File: src/rtl/b64e_pkg.sv
`timescale 1ns / 1ps
// Shared types, constants and the Base64 alphabet for the stream encoder.
// No dependencies; the front, queue, back and core rtl files use this package by scoped names.
package b64e_pkg;

    localparam int unsigned SlotCount = 4;

    localparam logic [6:0] PadChar       = 7'd61;   // '='
    localparam logic [6:0] PlusChar      = 7'd43;   // '+'
    localparam logic [6:0] SlashChar     = 7'd47;   // '/'
    localparam logic [6:0] UpperOffset   = 7'd65;   // 'A' - 0
    localparam logic [6:0] LowerOffset   = 7'd71;   // 'a' - 26
    localparam logic [6:0] DigitOffset   = 7'd4;    // 52 - '0'

    localparam logic [5:0] LowerStart    = 6'd26;
    localparam logic [5:0] DigitStart    = 6'd52;
    localparam logic [5:0] PlusIndex     = 6'd62;

    // Position within the current 3-byte group
    typedef enum logic [1:0] {
        PH_FIRST  = 2'd0,
        PH_SECOND = 2'd1,
        PH_THIRD  = 2'd2
    } group_phase_t;

    // One classified byte: the characters it produces, in order
    typedef struct packed {
        logic [SlotCount-1:0][5:0] idx;        // 6-bit alphabet indices
        logic [SlotCount-1:0]      pad;        // slot carries '=' instead
        logic [1:0]                last_slot;  // index of the final slot
        logic                      fin;        // flag last slot as message end
    } job_t;

    // Handshake for a job moving between front, queue and back
    typedef struct packed {
        logic valid;
        job_t job;
    } job_beat_t;

    function automatic logic [6:0] b64_char(input logic [5:0] idx);
        logic [6:0] wide;
        wide = {1'b0, idx};
        if (idx < LowerStart) begin
            return wide + UpperOffset;
        end else if (idx < DigitStart) begin
            return wide + LowerOffset;
        end else if (idx < PlusIndex) begin
            return wide - DigitOffset;
        end else if (idx == PlusIndex) begin
            return PlusChar;
        end else begin
            return SlashChar;
        end
    endfunction

endpackage

File: src/rtl/b64e_if.sv
`timescale 1ns / 1ps
// Valid/ready channel interfaces for raw bytes in and Base64 characters out.
// No dependencies.
interface b64e_byte_if;
    logic       valid;
    logic       ready;
    logic [7:0] data_byte;
    logic       final_byte;

    modport source (output valid, output data_byte, output final_byte, input ready);
    modport sink   (input valid, input data_byte, input final_byte, output ready);
endinterface

interface b64e_char_if;
    logic       valid;
    logic       ready;
    logic [6:0] code_char;
    logic       final_char;

    modport source (output valid, output code_char, output final_char, input ready);
    modport sink   (input valid, input code_char, input final_char, output ready);
endinterface

File: src/rtl/b64e_front.sv
`timescale 1ns / 1ps
// Front end: accepts bytes, tracks group phase and carry bits, and turns each
// byte into a job of up to four characters. Depends on b64e_pkg.
module b64e_front (
    input  logic                clk,
    input  logic                rst_n,
    b64e_byte_if.sink           byte_stream,
    output b64e_pkg::job_beat_t push,
    input  logic                push_ready
);

    b64e_pkg::group_phase_t phase_reg, phase_next;
    logic [3:0]             carry_reg, carry_next;
    b64e_pkg::job_t         job;
    logic                   accept;

    assign byte_stream.ready = push_ready;
    assign accept            = byte_stream.valid && push_ready;
    assign push.valid        = byte_stream.valid;
    assign push.job          = job;

    always_comb
    begin
        job            = '0;
        job.fin        = byte_stream.final_byte;
        phase_next     = b64e_pkg::PH_FIRST;
        carry_next     = 4'd0;
        case (phase_reg)
            b64e_pkg::PH_SECOND:
            begin
                job.idx[0] = {carry_reg[1:0], byte_stream.data_byte[7:4]};
                if (byte_stream.final_byte)
                begin
                    job.idx[1]    = {byte_stream.data_byte[3:0], 2'b00};
                    job.pad       = 4'b0100;
                    job.last_slot = 2'd2;
                end
                else
                begin
                    job.last_slot = 2'd0;
                    phase_next    = b64e_pkg::PH_THIRD;
                    carry_next    = byte_stream.data_byte[3:0];
                end
            end
            b64e_pkg::PH_THIRD:
            begin
                job.idx[0]    = {carry_reg, byte_stream.data_byte[7:6]};
                job.idx[1]    = byte_stream.data_byte[5:0];
                job.last_slot = 2'd1;
            end
            default:
            begin
                // unused phase code behaves as the start of a group
                job.idx[0] = byte_stream.data_byte[7:2];
                if (byte_stream.final_byte)
                begin
                    job.idx[1]    = {byte_stream.data_byte[1:0], 4'b0000};
                    job.pad       = 4'b1100;
                    job.last_slot = 2'd3;
                end
                else
                begin
                    job.last_slot = 2'd0;
                    phase_next    = b64e_pkg::PH_SECOND;
                    carry_next    = {2'b00, byte_stream.data_byte[1:0]};
                end
            end
        endcase
    end

    always_ff @(posedge clk or negedge rst_n)
    begin
        if (!rst_n)
        begin
            phase_reg <= b64e_pkg::PH_FIRST;
            carry_reg <= 4'd0;
        end
        else if (accept)
        begin
            phase_reg <= phase_next;
            carry_reg <= carry_next;
        end
    end

endmodule

File: src/rtl/b64e_queue.sv
`timescale 1ns / 1ps
// Small job FIFO between the front and back ends.
// Depends on b64e_pkg for the job type.
module b64e_queue #(
    parameter int unsigned DEPTH = 2
) (
    input  logic                clk,
    input  logic                rst_n,
    input  b64e_pkg::job_beat_t push,
    output logic                push_ready,
    output b64e_pkg::job_beat_t pop,
    input  logic                pop_ready
);

    localparam int unsigned AW = (DEPTH > 1) ? $clog2(DEPTH) : 1;
    localparam int unsigned CW = $clog2(DEPTH + 1);

    b64e_pkg::job_t      slots_reg [DEPTH];
    logic [AW-1:0]       wr_ptr_reg, wr_ptr_next;
    logic [AW-1:0]       rd_ptr_reg, rd_ptr_next;
    logic [CW-1:0]       count_reg, count_next;
    logic                do_push, do_pop;

    assign push_ready = (count_reg != CW'(DEPTH));
    assign pop.valid  = (count_reg != '0);
    assign pop.job    = slots_reg[rd_ptr_reg];
    assign do_push    = push.valid && push_ready;
    assign do_pop     = pop.valid && pop_ready;

    always_comb
    begin
        wr_ptr_next = wr_ptr_reg;
        rd_ptr_next = rd_ptr_reg;
        count_next  = count_reg;
        if (do_push)
        begin
            wr_ptr_next = (wr_ptr_reg == AW'(DEPTH - 1)) ? '0 : wr_ptr_reg + 1'b1;
        end
        if (do_pop)
        begin
            rd_ptr_next = (rd_ptr_reg == AW'(DEPTH - 1)) ? '0 : rd_ptr_reg + 1'b1;
        end
        if (do_push && !do_pop)
        begin
            count_next = count_reg + 1'b1;
        end
        else if (do_pop && !do_push)
        begin
            count_next = count_reg - 1'b1;
        end
    end

    always_ff @(posedge clk or negedge rst_n)
    begin
        if (!rst_n)
        begin
            wr_ptr_reg <= '0;
            rd_ptr_reg <= '0;
            count_reg  <= '0;
        end
        else
        begin
            wr_ptr_reg <= wr_ptr_next;
            rd_ptr_reg <= rd_ptr_next;
            count_reg  <= count_next;
        end
    end

    always_ff @(posedge clk)
    begin
        if (do_push)
        begin
            slots_reg[wr_ptr_reg] <= push.job;
        end
    end

endmodule

File: src/rtl/b64e_back.sv
`timescale 1ns / 1ps
// Back end: walks the slots of one job, maps each index to ASCII and drives
// the character channel from an output register. Depends on b64e_pkg.
module b64e_back (
    input  logic                clk,
    input  logic                rst_n,
    input  b64e_pkg::job_beat_t pop,
    output logic                pop_ready,
    b64e_char_if.source         char_stream
);

    logic           job_valid_reg, job_valid_next;
    b64e_pkg::job_t job_reg, job_next;
    logic [1:0]     slot_reg, slot_next;
    logic           out_valid_reg, out_valid_next;
    logic [6:0]     out_char_reg;
    logic           out_final_reg;
    logic           out_load;
    logic           last_slot;
    logic [6:0]     slot_char;

    assign char_stream.valid      = out_valid_reg;
    assign char_stream.code_char  = out_char_reg;
    assign char_stream.final_char = out_final_reg;

    assign out_load  = job_valid_reg && (!out_valid_reg || char_stream.ready);
    assign last_slot = (slot_reg == job_reg.last_slot);
    assign slot_char = job_reg.pad[slot_reg] ? b64e_pkg::PadChar
                                             : b64e_pkg::b64_char(job_reg.idx[slot_reg]);

    // take the next job when idle or when the current one issues its last beat
    assign pop_ready = !job_valid_reg || (out_load && last_slot);

    always_comb
    begin
        job_valid_next = job_valid_reg;
        job_next       = job_reg;
        slot_next      = slot_reg;
        out_valid_next = out_valid_reg;
        if (out_valid_reg && char_stream.ready)
        begin
            out_valid_next = 1'b0;
        end
        if (out_load)
        begin
            out_valid_next = 1'b1;
            slot_next      = slot_reg + 1'b1;
        end
        if (pop_ready)
        begin
            job_valid_next = pop.valid;
            job_next       = pop.job;
            slot_next      = 2'd0;
        end
    end

    always_ff @(posedge clk or negedge rst_n)
    begin
        if (!rst_n)
        begin
            job_valid_reg <= 1'b0;
            slot_reg      <= 2'd0;
            out_valid_reg <= 1'b0;
        end
        else
        begin
            job_valid_reg <= job_valid_next;
            slot_reg      <= slot_next;
            out_valid_reg <= out_valid_next;
        end
    end

    always_ff @(posedge clk)
    begin
        job_reg <= job_next;
        if (out_load)
        begin
            out_char_reg  <= slot_char;
            out_final_reg <= job_reg.fin && last_slot;
        end
    end

endmodule

File: src/rtl/base64_stream_encoder_core.sv
`timescale 1ns / 1ps
// Channel      Dir  Payload                    Beat
// byte_stream  in   data_byte[7:0], final_byte one raw message byte
// char_stream  out  code_char[6:0], final_char one Base64 character or '='
//
// One byte is taken per cycle while the job queue has room; each byte turns
// into one to four characters, and the back end issues one character a cycle
// while it holds a job and char_stream is ready, so sustained input is set by
// the character port. A byte reaches char_stream through a queue slot, the job
// register and then the output register. Asynchronous active-low reset returns
// to the start of a group with an empty queue. A stalled char_stream fills the
// queue, after which byte_stream.ready drops.
// Depends on b64e_pkg, b64e_if, b64e_front, b64e_queue, b64e_back.
module base64_stream_encoder_core #(
    parameter int unsigned QUEUE_DEPTH = 2
) (
    input  logic        clk,
    input  logic        rst_n,
    b64e_byte_if.sink   byte_stream,
    b64e_char_if.source char_stream
);

    b64e_pkg::job_beat_t push;
    b64e_pkg::job_beat_t pop;
    logic                push_ready;
    logic                pop_ready;

    b64e_front u_front (
        .clk         (clk),
        .rst_n       (rst_n),
        .byte_stream (byte_stream),
        .push        (push),
        .push_ready  (push_ready)
    );

    b64e_queue #(
        .DEPTH (QUEUE_DEPTH)
    ) u_queue (
        .clk        (clk),
        .rst_n      (rst_n),
        .push       (push),
        .push_ready (push_ready),
        .pop        (pop),
        .pop_ready  (pop_ready)
    );

    b64e_back u_back (
        .clk         (clk),
        .rst_n       (rst_n),
        .pop         (pop),
        .pop_ready   (pop_ready),
        .char_stream (char_stream)
    );

endmodule

File: src/flat_wrapper.sv
// flat-port wrapper written by rule: the top's interface ports become plain ports
module base64_stream_encoder_core_flat 
#(
    parameter int unsigned QUEUE_DEPTH = 2
)
  (clk, rst_n, byte_stream_valid, byte_stream_data_byte, byte_stream_final_byte, byte_stream_ready, char_stream_valid, char_stream_code_char, char_stream_final_char, char_stream_ready);
  b64e_byte_if byte_stream_i ();
  b64e_char_if char_stream_i ();
  input  logic clk;
  input  logic rst_n;
  input wire logic [$bits(byte_stream_i.valid)-1:0] byte_stream_valid;
  input wire logic [$bits(byte_stream_i.data_byte)-1:0] byte_stream_data_byte;
  input wire logic [$bits(byte_stream_i.final_byte)-1:0] byte_stream_final_byte;
  output wire logic [$bits(byte_stream_i.ready)-1:0] byte_stream_ready;
  output wire logic [$bits(char_stream_i.valid)-1:0] char_stream_valid;
  output wire logic [$bits(char_stream_i.code_char)-1:0] char_stream_code_char;
  output wire logic [$bits(char_stream_i.final_char)-1:0] char_stream_final_char;
  input wire logic [$bits(char_stream_i.ready)-1:0] char_stream_ready;
  assign byte_stream_i.valid = byte_stream_valid;
  assign byte_stream_i.data_byte = byte_stream_data_byte;
  assign byte_stream_i.final_byte = byte_stream_final_byte;
  assign byte_stream_ready = byte_stream_i.ready;
  assign char_stream_valid = char_stream_i.valid;
  assign char_stream_code_char = char_stream_i.code_char;
  assign char_stream_final_char = char_stream_i.final_char;
  assign char_stream_i.ready = char_stream_ready;
  base64_stream_encoder_core #(.QUEUE_DEPTH(QUEUE_DEPTH)) u_core (.clk(clk), .rst_n(rst_n), .byte_stream(byte_stream_i), .char_stream(char_stream_i));
endmodule
File: config.mk
export PLATFORM = sky130hd
export DESIGN_NAME = base64_stream_encoder_core_flat
export DESIGN_NICKNAME = d
export VERILOG_FILES = /design/src/rtl/b64e_pkg.sv /design/src/rtl/b64e_if.sv /design/src/rtl/b64e_front.sv /design/src/rtl/b64e_queue.sv /design/src/rtl/b64e_back.sv /design/src/rtl/base64_stream_encoder_core.sv /design/src/flat_wrapper.sv
export SDC_FILE = /design/constraint.sdc
export NUM_CORES = 1
export LEC_CHECK = 0
export BUFFER_PORTS_ARGS = -buffer_cell sky130_fd_sc_hd__buf_4
export CAP_MARGIN = 20
export CORE_ASPECT_RATIO = 0.5
export CORE_MARGIN = 3
export CORE_UTILIZATION = 55
export DETAILED_ROUTE_END_ITERATION = 7
export HOLD_SLACK_MARGIN = 0.08
export PLACE_DENSITY_LB_ADDON = 0.2
export SETUP_SLACK_MARGIN = 0.02
export SLEW_MARGIN = 10
export SYNTH_ARGS = -nofsm -noshare
export SYNTH_HDL_FRONTEND = slang
export SYNTH_SLANG_ARGS = --single-unit
File: constraint.sdc
create_clock -name clk -period 4.3 [get_ports clk]
set_clock_uncertainty 0.15 [all_clocks]
set_input_delay 0.43 -clock clk [delete_from_list [all_inputs] [get_ports clk]]
set_output_delay 0.43 -clock clk [all_outputs]
set_load 0.05 [all_outputs]
==> summary.md, run 1 <==
| Metric | Value |
|---|---|
| Yosys top cell by area | edfxtp_1 |
| Setup Total Neg Slack | 0 ns |
| Post-synth ARST share | 0.200 |
| Initial Util | 0.589 |
| Crit. End Element | flip-flop |
| Most common cell in the netlist | edfxtp_1 |
| DRT iter0 DRCs | 158 |
| Most used cell, CP | xor2_1 |
| IO buf count | 22 |
| Vias per inst | 5.61 |
| CTS H-tree depth | 3 |
| ANT cells | 0 |
| FF+latch count, synth | 70 |
| Top_reg_cell synth | edfxtp_1 |
| First-pass GRT wire length | 9.81 mm |
| Syn Nets | 269 |
| Largest net degree at the start of global routing | 22 |
| Synthesized instance count | 248 |
| Final setup fails | 0 |
| Post-DRT Antenna Nets | 0 |
| CTS tree | yes |
| Gpl congestion | about 0.84 |
| Clock latency on the worst-skew pair | 0.32 ns |
| R2R setup slack | 1.47 ns |
| Run status | finished, final reports clean |
| Clk root buf | clkbuf_16 |
| Crit path time final | 2.83 ns |
| Final WS setup | about 1.5 ns |
| Critical path arrival | roughly 2.9 ns |
| Worst EP required | 4.40 ns |
| Max FFs per register | 32 |
| Via count | 1969 |
| DRT Wirelength | ~6 mm |
| Area contributors post-synth | edfxtp_1, dfrtp_1, mux2_2, ha_1, xnor2_1 |
| Max_slew headroom | 0.504 |
| Ports | 23 |
| Syn Area/Cell | 13.4 µm² |
| Clock Path Buffers | 2 |
| CP Max Fanout | 20 |
| All-layer global routing usage | 0.193 |
| Number of global-route vias before repair | 1949 |
| Core ar. | 0.00566 mm² |
| Num rows | 19 |
| RSZ-0062 raised after global routing | no |
| Maxcap violations | 0 |
| Cell count after placement | 334 |
| CP cell instances | xnor2_1 > nand3_1 > nand2_1 > o21ai_1 > ha_1 > xor2_1 > nor2_1 > xor2_1 |
| Final Cycle Share | 0.657 |
| Overflow after GRT | 0 |
| Fin cells | 351 |
| Yosys synthesis warning count | 0 |
| Setup crit start | u_core.u_back.slot_reg[0]$_DFFE_PN0P_ |
| Die Y-Extent | ~61 µm |
| Max stage delay on crit path | roughly 0.8 ns |
| Antenna violations before repair | 0 |
| Clock sink total | 70 |
| Setup crit start kind | flip-flop |
| Syn Std Cell Area | 0.00333 mm² |
| Remaining DRCs | 0 |
| Synth-to-layout area growth | 16.2% |
| HP Class | primary input to flip-flop |
| Horiz. Die Dim | 116 µm |
| Worst Setup EP | u_core.u_queue.count_reg[1]$_DFFE_PN0P_ |
| DR pass1 iterations | 4 |
| Tot Pwr | 3450 µW |
| Synth cell types | 50 |
| Post-synth EDFFs | 56 |
| Synth top cells by count | edfxtp_1, mux2_2, nand2_1, nor2_1, dfrtp_1 |
| Leak pwr | 0.00147 µW |
| R2r startpoint | u_core.u_back.slot_reg[0]$_DFFE_PN0P_ |
| Post-CTS setup buffer count | 0 |
| Worst slack, placed | 1.48 ns |
| Worst-margin pin slew | 0.744 ns |
| Peak VDD IR | between 400 and 500 µV |
| Critical R2R Capture | u_core.u_queue.count_reg[1]$_DFFE_PN0P_ |
| PwrDens | 889 mW/mm² |
| Drt wl/cell | 17.2 µm |
| Nets | 294 |
| Post-DP HPWL | 4.01 mm |
| Clock transition at the registers of the reported paths | 0.06 ns |
| Final slew viol count | 0 |
| R2R cell count | 8 |
| Worst path depth | 8 |
| Fin. Hold Viols | 0 |
| Sequential-to-total area share from yosys stat | 0.609 |
| CTS buffer count | 9 |
| Peak Freq | 354 MHz |
| Crit path kind | flip-flop to flip-flop |
| Die area | 0.00709 mm² |
| Top-area cell type share of the netlist area | 0.504 |
| WP buf/inv | 0 |
| Critical path's slowest cell | dfrtp_1 |
| Critical path's top delay family | flip-flops |
| Layout cell share with drive strength beyond 1 | 0.230 |
[placed cells by master, fill, tap and decap left out, drive strengths merged, types with 3 or more instances in the layout]
master,synthesis,final
edfxtp,56,56
buf,4,23
mux2,18,18
nand2,17,17
nor2,16,16
dfrtp,14,14
o21ai,11,11
clkbuf,6,11
inv,9,10
a21oi,9,9
xnor2,8,8
ha,8,8
mux2i,7,7
a22oi,6,6
xor2,5,5
a32oi,4,4
and2,4,4
nand3,4,4
a22o,4,4
nor3,4,4
nand2b,4,4
and3,3,3
nand3b,3,3
a21o,3,3
[stage by stage]
stage / util / hold slack [ns] / area (µm²)
after floorplan: - / -0.0156 / 3330
after global placement: 0.626 / 0.140 / 3540
after detailed placement: 0.626 / 0.146 / 3540
after CTS: 0.685 / 0.194 / 3880
after global routing: 0.685 / 0.206 / 3880
final: 0.685 / 0.210 / 3880
[cell families after synthesis]
family | Yosys count | share of synthesized area
compound gates | 50 | 0.113
xor+xnor | 13 | 0.0341
fa+ha+maj | 8 | 0.0300
buf+inv | 19 | 0.0274
flops | 70 | 0.609
mux | 25 | 0.0867
simple gates | 63 | 0.0991
[per-layer routing]
layer,vias to the layer above,share of wire,wire length (µm),global-route usage
li1,978,-,-,-
met1,927,0.47,2830,0.250
met2,56,0.47,2860,0.299
met3,8,0.045,274,0.0854
met4,0,0.010,63,0.0645
met5,-,0,0,0
[repair_timing]
action                    in CTS  in global routing
gates resized for setup        0                  0
hold buffers                   1                  0
hold endpoints to repair      14                  0
[area by class of cell]
class	count	area (µm²)
Sequential cell	70	2030
Fill cell	426	1780
Multi-Input combinational cell	159	1210
Clock buffer	11	243
Timing Repair Buffer	24	183
Tap cell	73	91.3
Clock inverter	5	82.6
Inverter	9	33.8
[worst min path at each step]
| stage | startpoint | endpoint | slack [ns] | depth (start not counted) |
|---|---|---|---|---|
| final | byte_stream_data_byte[0] | u_core.u_front.carry_reg[0]$_DFFE_PN0P_ | 0.21 | 2 |
| after global routing | byte_stream_data_byte[2] | u_core.u_front.carry_reg[2]$_DFFE_PN0P_ | 0.21 | 2 |
| after CTS | byte_stream_data_byte[2] | u_core.u_front.carry_reg[2]$_DFFE_PN0P_ | 0.19 | 2 |
| after detailed placement | rst_n | u_core.u_front.phase_reg[1]$_DFFE_PN0P_ | 0.15 | 1 |
| after global placement | rst_n | u_core.u_queue.wr_ptr_reg$_DFFE_PN0P_ | 0.14 | 1 |
| after floorplan | rst_n | u_core.u_back.char_stream.valid$_DFFE_PN0P_ | -0.02 | 0 |
[power by group]
part           switching (µW)  total, µW  internal [µW]  leakage [µW]
Sequential                190       1300           1110      0.000699
Combinational             818       1360            541      0.000613
Clock                     264        789            525      0.000160
Total                    1270       3450           2170       0.00147
Power figures use the tool's default switching activity.
==> run 2: changes to the inputs <==
Settings changed: ABC_AREA set to 1, CORE_UTILIZATION 55 to 54.
Clock period 4.3 ns to 2.5 ns, I/O delays scaled along.
==> summary.md, run 2 <==
| Metric | Value |
|---|---|
| Sw Ratio | 0.412 (+0.0423) |
| Clock Path Buffers | 2 (unchanged) |
| IO buf count | 22 (unchanged) |
| Horiz. Die Dim | 117 µm (+0.96%) |
| Ports | 23 (unchanged) |
| Syn Std Cell Area | 0.00334 mm² (+0.19%) |
| FF+latch count, synth | 70 (unchanged) |
| Largest net degree at the start of global routing | 21 (-4.5%) |
| DRT Wirelength | 6.73 mm (+12%) |
| Drt wl/cell | 14.2 µm (-17%) |
| Nets | 406 (+38%) |
| Vias per inst | 5.09 (-9.2%) |
| Tot Pwr | 5980 µW (+73%) |
| Setup crit start | u_core.u_back.slot_reg[0]$_DFFE_PN0P_ |
| CP cell instances | buf_4 > nand2_1 > nand3_2 > ha_1 > inv_1 > nand4_2 > nor2_1 > nand2_1 > nand2_1 > o21ai_1 |
| Clock Power Share | 0.203 (-0.026) |
| Synthesized instance count | 346 (+40%) |
| Crit. End Element | flip-flop |
| Peak Freq | 435 MHz (+23%) |
| Worst slack, placed | 0.229 ns (-1.25 ns) |
| Final Cycle Share | 0.919 (+0.262) |
| Int Power | 3520 µW (+62%) |
| Gate power share | 0.445 (+0.051) |
| Clock transition at the registers of the reported paths | 0.05 ns (about the same) |
| Worst-margin pin slew | 0.373 ns (-0.371 ns) |
| Max FFs per register | 32 (unchanged) |
| Post-synth EDFFs | 56 (unchanged) |
| Post-CTS setup buffer count | 0 (unchanged) |
| Via count | 2415 (+23%) |
| Worst hold start | byte_stream_data_byte[2] |
| Clock sink total | 70 (unchanged) |
| RSZ-0062 raised after global routing | no |
| CP Max Fanout | 9 (-55%) |
| Gpl congestion | 0.878 (+5.1%) |
| Most common cell after layout, fill and taps aside | nand2_1 |
| Hold slack | 0.133 ns (-0.0773 ns) |
| Setup Total Neg Slack | 0 ns (unchanged) |
| WHS Path Cells | 3 (+1) |
| DR pass1 iterations | 5 (+1) |
| First-pass GRT wire length | 10.9 mm (+11%) |
| Critical path's slowest cell | dfrtp_1 |
| Commonest cells after routing, fill and taps aside | nand2_1, edfxtp_1, inv_1 |
| Remaining DRCs | 0 (unchanged) |
| Hold EP | u_core.u_front.carry_reg[2]$_DFFE_PN0P_ |
| Fin. Hold Viols | 0 (unchanged) |
| Final slew viol count | 0 (unchanged) |
| Finished Core Util | 0.695 (+0.00982) |
| Leak pwr | 0.00179 µW (+22%) |
| Num rows | 19 (unchanged) |
| Max_slew headroom | 0.751 (+0.247) |
| CTS H-tree depth | 3 (unchanged) |
| Register share of total power | 0.352 (-0.025) |
| R2R cell count | 10 (+2) |
| WP buf/inv | 2 (+2) |
| Most common cell in the netlist | nand2_1 |
| Overflow after GRT | 0 (unchanged) |
| Post-DP HPWL | 4.84 mm (+21%) |
| Yosys top cell by area | edfxtp_1 |
| Synth-to-layout area growth | 19.2% |
| Run status | finished, final reports clean |
| Crit path kind | flip-flop to flip-flop |
| Critical path's top delay family | simple AND/OR/NAND/NOR gates |
| Core ar. | 0.00573 mm² (+1.3%) |
| Clock latency on the worst-skew pair | 0.33 ns (about the same) |
| Initial Util | 0.583 (-0.00624) |
| Final setup fails | 0 (unchanged) |
| Antenna violations before repair | 0 (unchanged) |
| Syn Nets | 367 (+36%) |
| Final WS setup | 0.203 ns (-1.27 ns) |
| Synth cell types | 30 (-40%) |
| Yosys synthesis warning count | 0 (unchanged) |
| Most used cell, CP | nand2_1 |
| Syn Area/Cell | 9.66 µm² (-28%) |
| HP Class | primary input to flip-flop |
| Synth top cells by count | nand2_1, edfxtp_1, inv_1, nor2_1, nand3_1 |
| Critical R2R Capture | u_core.u_back.char_stream.code_char[2]$_SDFFCE_PP1P_ |
| Post-synth ARST share | 0.200 (unchanged) |
| Peak VDD IR | 791 µV (+61%) |
| PwrDens | 1500 mW/mm² (+69%) |
| All-layer global routing usage | 0.207 (+0.0141) |
| Top_reg_cell synth | edfxtp_1 |
| ANT cells | 0 (unchanged) |
| Area contributors post-synth | edfxtp_1, nand2_1, dfrtp_1, inv_1, nand3_1 |
| R2R setup slack | 0.20 ns (-1.27 ns) |
| Max stage delay on crit path | 0.44 ns (-0.35 ns) |
| DRT iter0 DRCs | 202 (+28%) |
| Maxcap violations | 0 (unchanged) |
| Worst EP required | 2.43 ns (-1.97 ns) |
| Psw | 2460 µW (+93%) |
| Crit path time final | 2.30 ns (-0.529 ns) |
| CTS buffer count | 9 (unchanged) |
| Die Y-Extent | 61.6 µm (+0.92%) |
| Sequential-to-total area share from yosys stat | 0.608 (-0.00114) |
| Layout cell share with drive strength beyond 1 | 0.154 (-0.0764) |
| CTS tree | yes |
| Setup crit start kind | flip-flop |
| Die area | 0.00722 mm² (+1.9%) |
| Post-DRT Antenna Nets | 0 (unchanged) |
| Critical path arrival | 2.22 ns (-0.71 ns) |
| Clk root buf | clkbuf_16 |
| Number of global-route vias before repair | 2310 (+19%) |
| R2r startpoint | u_core.u_back.slot_reg[0]$_DFFE_PN0P_ |
| Top-area cell type share of the netlist area | 0.503 (-0.000944) |
[run 2: changes by cell type in the layout (fill, tap and decap cells not counted), sizes merged, moves of 5 or more]
cell         delta
o211ai          +6
xnor2           -6
inv            +33
mux2i           -7
nor2            +9
nand3          +19
mux2           -18
buf             +6
nand2         +108
dlygate4sd3     +5
a22oi           -6
[run 2: power by group through the flow]
stage          registers (µW)  logic, µW  clock network, µW
3_5_place_dp             2110       2640                  0
5_1_grt                  2140       2970               1290
3_3_place_gp             2100       2570                  0
4_1_cts                  2100       2660               1230
2_1_floorplan            2340       1710                  0
6_report                 2100       2660               1210
[run 2: kinds of logic after synthesis]
| family | Yosys count | synth area share |
|---|---|---|
| adder cells (fa/ha/maj) | 8 | 0.0300 |
| AO/OA/AOI/OAI | 29 | 0.0539 |
| buffers and inverters | 52 | 0.0633 |
| XOR/XNOR | 6 | 0.0157 |
| AND/OR/NAND/NOR | 181 | 0.229 |
| flip-flops | 70 | 0.608 |
[run 2: how the worst max path moves through the flow]
stage / endpoint / depth (start not counted) / slack, ns
floorplan: u_core.u_queue.count_reg[1]$_DFFE_PN0P_ / 8 / 0.16
global placement: u_core.u_back.char_stream.code_char[5]$_SDFFCE_PP1P_ / 12 / 0.20
detailed placement: u_core.u_back.char_stream.code_char[5]$_SDFFCE_PP1P_ / 12 / 0.23
CTS: u_core.u_back.char_stream.code_char[5]$_SDFFCE_PP1P_ / 12 / 0.20
global route: u_core.u_back.char_stream.code_char[5]$_SDFFCE_PP1P_ / 13 / 0.02
finish: u_core.u_back.char_stream.code_char[2]$_SDFFCE_PP1P_ / 10 / 0.20
[run 2: worst register-to-register path: stages, from the launching register on]
cell     delay [ns]
dfrtp_1        0.44
buf_4          0.20
nand2_1        0.08
nand3_2        0.18
ha_1           0.28
inv_1          0.07
nand4_2        0.20
nor2_1         0.25
nand2_1        0.07
nand2_1        0.07
o21ai_1        0.05
[run 2: metal layers]
layer  vias up  GRT usage  wire, µm
met5         -          0         0
met4         0     0.0588        61
met3         8     0.0638       426
met2        85      0.355      3090
met1      1100      0.262      3150
li1       1222          -         -
[run 2: layout make-up]
cell class	count	area (µm²)
clock buffers	10	229
multi-input cells	224	1100
flip-flops and latches	70	2030
well taps	84	105
inverters	45	169
fillers	433	1750
clock inverters	6	63.8
repair buffers	35	278
[run 2: stage by stage]
| stage | instance area [µm²] | std cells |
|---|---|---|
| after floorplan | 3350 | 346 |
| after global placement | 3630 | 452 |
| after detailed placement | 3630 | 452 |
| after global routing | 3980 | 474 |
| after CTS | 3980 | 474 |
| final | 3980 | 474 |
[run 2: timing repair]
item	CTS	global route
setup endpoints to repair	0	2
endpoints found under the hold margin	20	0
gates resized for setup	0	2
hold buffers	6	0
==> run 3: changes to the inputs <==
Settings changed: CELL_PAD_IN_SITES_DETAIL_PLACEMENT set to 1, CELL_PAD_IN_SITES_GLOBAL_PLACEMENT set to 1, CORE_UTILIZATION 54 to 42.
==> summary.md, run 3 (synthesis gave the netlist of run 2 again) <==
| Metric | Value |
|---|---|
| Ports | 23 (unchanged) |
| DRT Wirelength | 7.66 mm (+14%) |
| Initial Util | 0.445 (-0.139) |
| R2R cell count | 12 (+2) |
| R2r startpoint | u_core.u_back.slot_reg[0]$_DFFE_PN0P_ |
| CP Max Fanout | 9 (unchanged) |
| CTS buffer count | 9 (unchanged) |
| IO buf count | 22 (unchanged) |
| Setup crit start kind | flip-flop |
| Final Cycle Share | 0.918 (-0.000982) |
| Max FFs per register | 32 (unchanged) |
| Core ar. | 0.00751 mm² (+31%) |
| Peak VDD IR | 658 µV (-17%) |
| PwrDens | 1510 mW/mm² (+0.86%) |
| Worst hold start | byte_stream_data_byte[4] |
| Post-DP HPWL | 5.72 mm (+18%) |
| Run status | finished, final reports clean |
| Clock Path Buffers | 2 (unchanged) |
| Die area | 0.00913 mm² (+26%) |
| Peak Freq | 436 MHz (+0.11%) |
| Max_slew headroom | 0.740 (-0.0107) |
| Clock transition at the registers of the reported paths | 0.05 ns (about the same) |
| CTS H-tree depth | 3 (unchanged) |
| Worst EP required | 2.42 ns (about the same) |
| Post-DRT Antenna Nets | 0 (unchanged) |
| Crit path time final | 2.29 ns (-0.00246 ns) |
| Remaining DRCs | 0 (unchanged) |
| Most common cell after layout, fill and taps aside | nand2_1 |
| Gpl congestion | 0.861 (-2.0%) |
| Maxcap violations | 0 (unchanged) |
| DRT iter0 DRCs | 150 (-26%) |
| Final WS setup | 0.206 ns (+0.00246 ns) |
| Layout cell share with drive strength beyond 1 | 0.156 (+0.00216) |
| Critical R2R Capture | u_core.u_back.char_stream.code_char[5]$_SDFFCE_PP1P_ |
| Antenna violations before repair | 0 (unchanged) |
| Leak pwr | 0.00180 µW (+0.65%) |
| Synth-to-layout area growth | 20.2% |
| Vias per inst | 4.91 (-3.7%) |
| HP Class | primary input to flip-flop |
| Number of global-route vias before repair | 2567 (+11%) |
| Largest net degree at the start of global routing | 21 (unchanged) |
| Clk root buf | clkbuf_16 |
| ANT cells | 0 (unchanged) |
| Final setup fails | 0 (unchanged) |
| Critical path arrival | 2.22 ns (about the same) |
| Nets | 407 (+0.25%) |
| Fin. Hold Viols | 0 (unchanged) |
| Clock sink total | 70 (unchanged) |
| R2R setup slack | 0.21 ns (about the same) |
| All-layer global routing usage | 0.180 (-0.0270) |
| WHS Path Cells | 3 (unchanged) |
| First-pass GRT wire length | 12.7 mm (+16%) |
| Setup Total Neg Slack | 0 ns (unchanged) |
| Num rows | 22 (+3) |
| Worst slack, placed | 0.151 ns (-0.0789 ns) |
| Worst-margin pin slew | 0.388 ns (+0.0151 ns) |
| Crit path kind | flip-flop to flip-flop |
| Overflow after GRT | 0 (unchanged) |
| Horiz. Die Dim | 132 µm (+13%) |
| Via count | 2449 (+1.4%) |
| Hold EP | u_core.u_queue.slots_reg[1][17]$_DFFE_PP_ |
| Commonest cells after routing, fill and taps aside | nand2_1, edfxtp_1, inv_1 |
| CTS tree | yes |
| Crit. End Element | flip-flop |
| Final slew viol count | 0 (unchanged) |
| Die Y-Extent | 69.1 µm (+12%) |
| DR pass1 iterations | 4 (-1) |
| Clock latency on the worst-skew pair | 0.33 ns (about the same) |
| Drt wl/cell | 15.3 µm (+8.1%) |
| Post-CTS setup buffer count | 0 (unchanged) |
| RSZ-0062 raised after global routing | no |
-- run 3: stage by stage --
| stage | power [µW] | hold slack [ns] | utilization | cell area, µm² | std cells |
|---|---|---|---|---|---|
| after detailed placement | 4850 | -0.0260 | 0.489 | 3670 | 478 |
| after floorplan | 4050 | -0.196 | - | 3350 | 346 |
| final | 6080 | 0.116 | 0.534 | 4020 | 499 |
| after global routing | 6570 | 0.122 | 0.534 | 4020 | 499 |
| after CTS | 6140 | 0.102 | 0.534 | 4010 | 499 |
| after global placement | 4750 | -0.0344 | 0.489 | 3670 | 478 |
-- run 3: worst max path at each step --
stage / startpoint / end / slack [ns] / cells after the start
CTS: u_core.u_back.slot_reg[0]$_DFFE_PN0P_ / u_core.u_back.char_stream.code_char[2]$_SDFFCE_PP1P_ / 0.14 / 11
finish: u_core.u_back.slot_reg[0]$_DFFE_PN0P_ / u_core.u_back.char_stream.code_char[5]$_SDFFCE_PP1P_ / 0.21 / 12
floorplan: u_core.u_back.char_stream.valid$_DFFE_PN0P_ / u_core.u_queue.count_reg[1]$_DFFE_PN0P_ / 0.16 / 8
global placement: u_core.u_back.slot_reg[0]$_DFFE_PN0P_ / u_core.u_back.char_stream.code_char[5]$_SDFFCE_PP1P_ / 0.16 / 13
detailed placement: u_core.u_back.slot_reg[0]$_DFFE_PN0P_ / u_core.u_back.char_stream.code_char[2]$_SDFFCE_PP1P_ / 0.15 / 11
global route: u_core.u_back.slot_reg[0]$_DFFE_PN0P_ / u_core.u_back.char_stream.code_char[5]$_SDFFCE_PP1P_ / 0.05 / 13
-- run 3: worst max-delay path: stages (launching register included) --
cell,delay [ns]
dfrtp_1,0.44
buf_4,0.20
nand2_1,0.09
nand3_2,0.18
inv_1,0.18
ha_1,0.24
inv_1,0.05
nand2_1,0.06
nand2_1,0.07
nand2_2,0.12
inv_2,0.07
a21oi_1,0.12
nand2_1,0.06
-- run 3: layout make-up --
| type | instances | area (µm²) |
|---|---|---|
| multi-input cells | 224 | 1110 |
| clock inverters | 6 | 61.3 |
| clock buffers | 10 | 229 |
| flip-flops and latches | 70 | 2030 |
| repair buffers | 36 | 283 |
| well taps | 108 | 135 |
| fillers | 852 | 3500 |
| inverters | 45 | 169 |
-- run 3: power by group --
part / internal (µW) / leakage (µW) / switching (µW)
clock: 770 / 0.000144 / 466
sequential: 1940 / 0.000710 / 166
combinational: 827 / 0.000949 / 1910
total: 3540 / 0.00180 / 2550
-- run 3: what timing repair did --
item / 4_1_cts / 5_1_grt
gates resized for setup: 0 / 2
hold endpoints to repair: 23 / 0
hold buffers: 5 / 0
endpoints found under the setup margin: 0 / 3
-- run 3: metal layers --
| layer | share of wire | routed length (µm) | track usage | vias up |
|---|---|---|---|---|
| met2 | 0.48 | 3690 | 0.300 | 39 |
| met4 | 0.013 | 99 | 0.0570 | 0 |
| met5 | 0 | 0 | 0 | - |
| li1 | - | - | - | 1215 |
| met3 | 0.033 | 255 | 0.0576 | 6 |
| met1 | 0.47 | 3610 | 0.226 | 1189 |
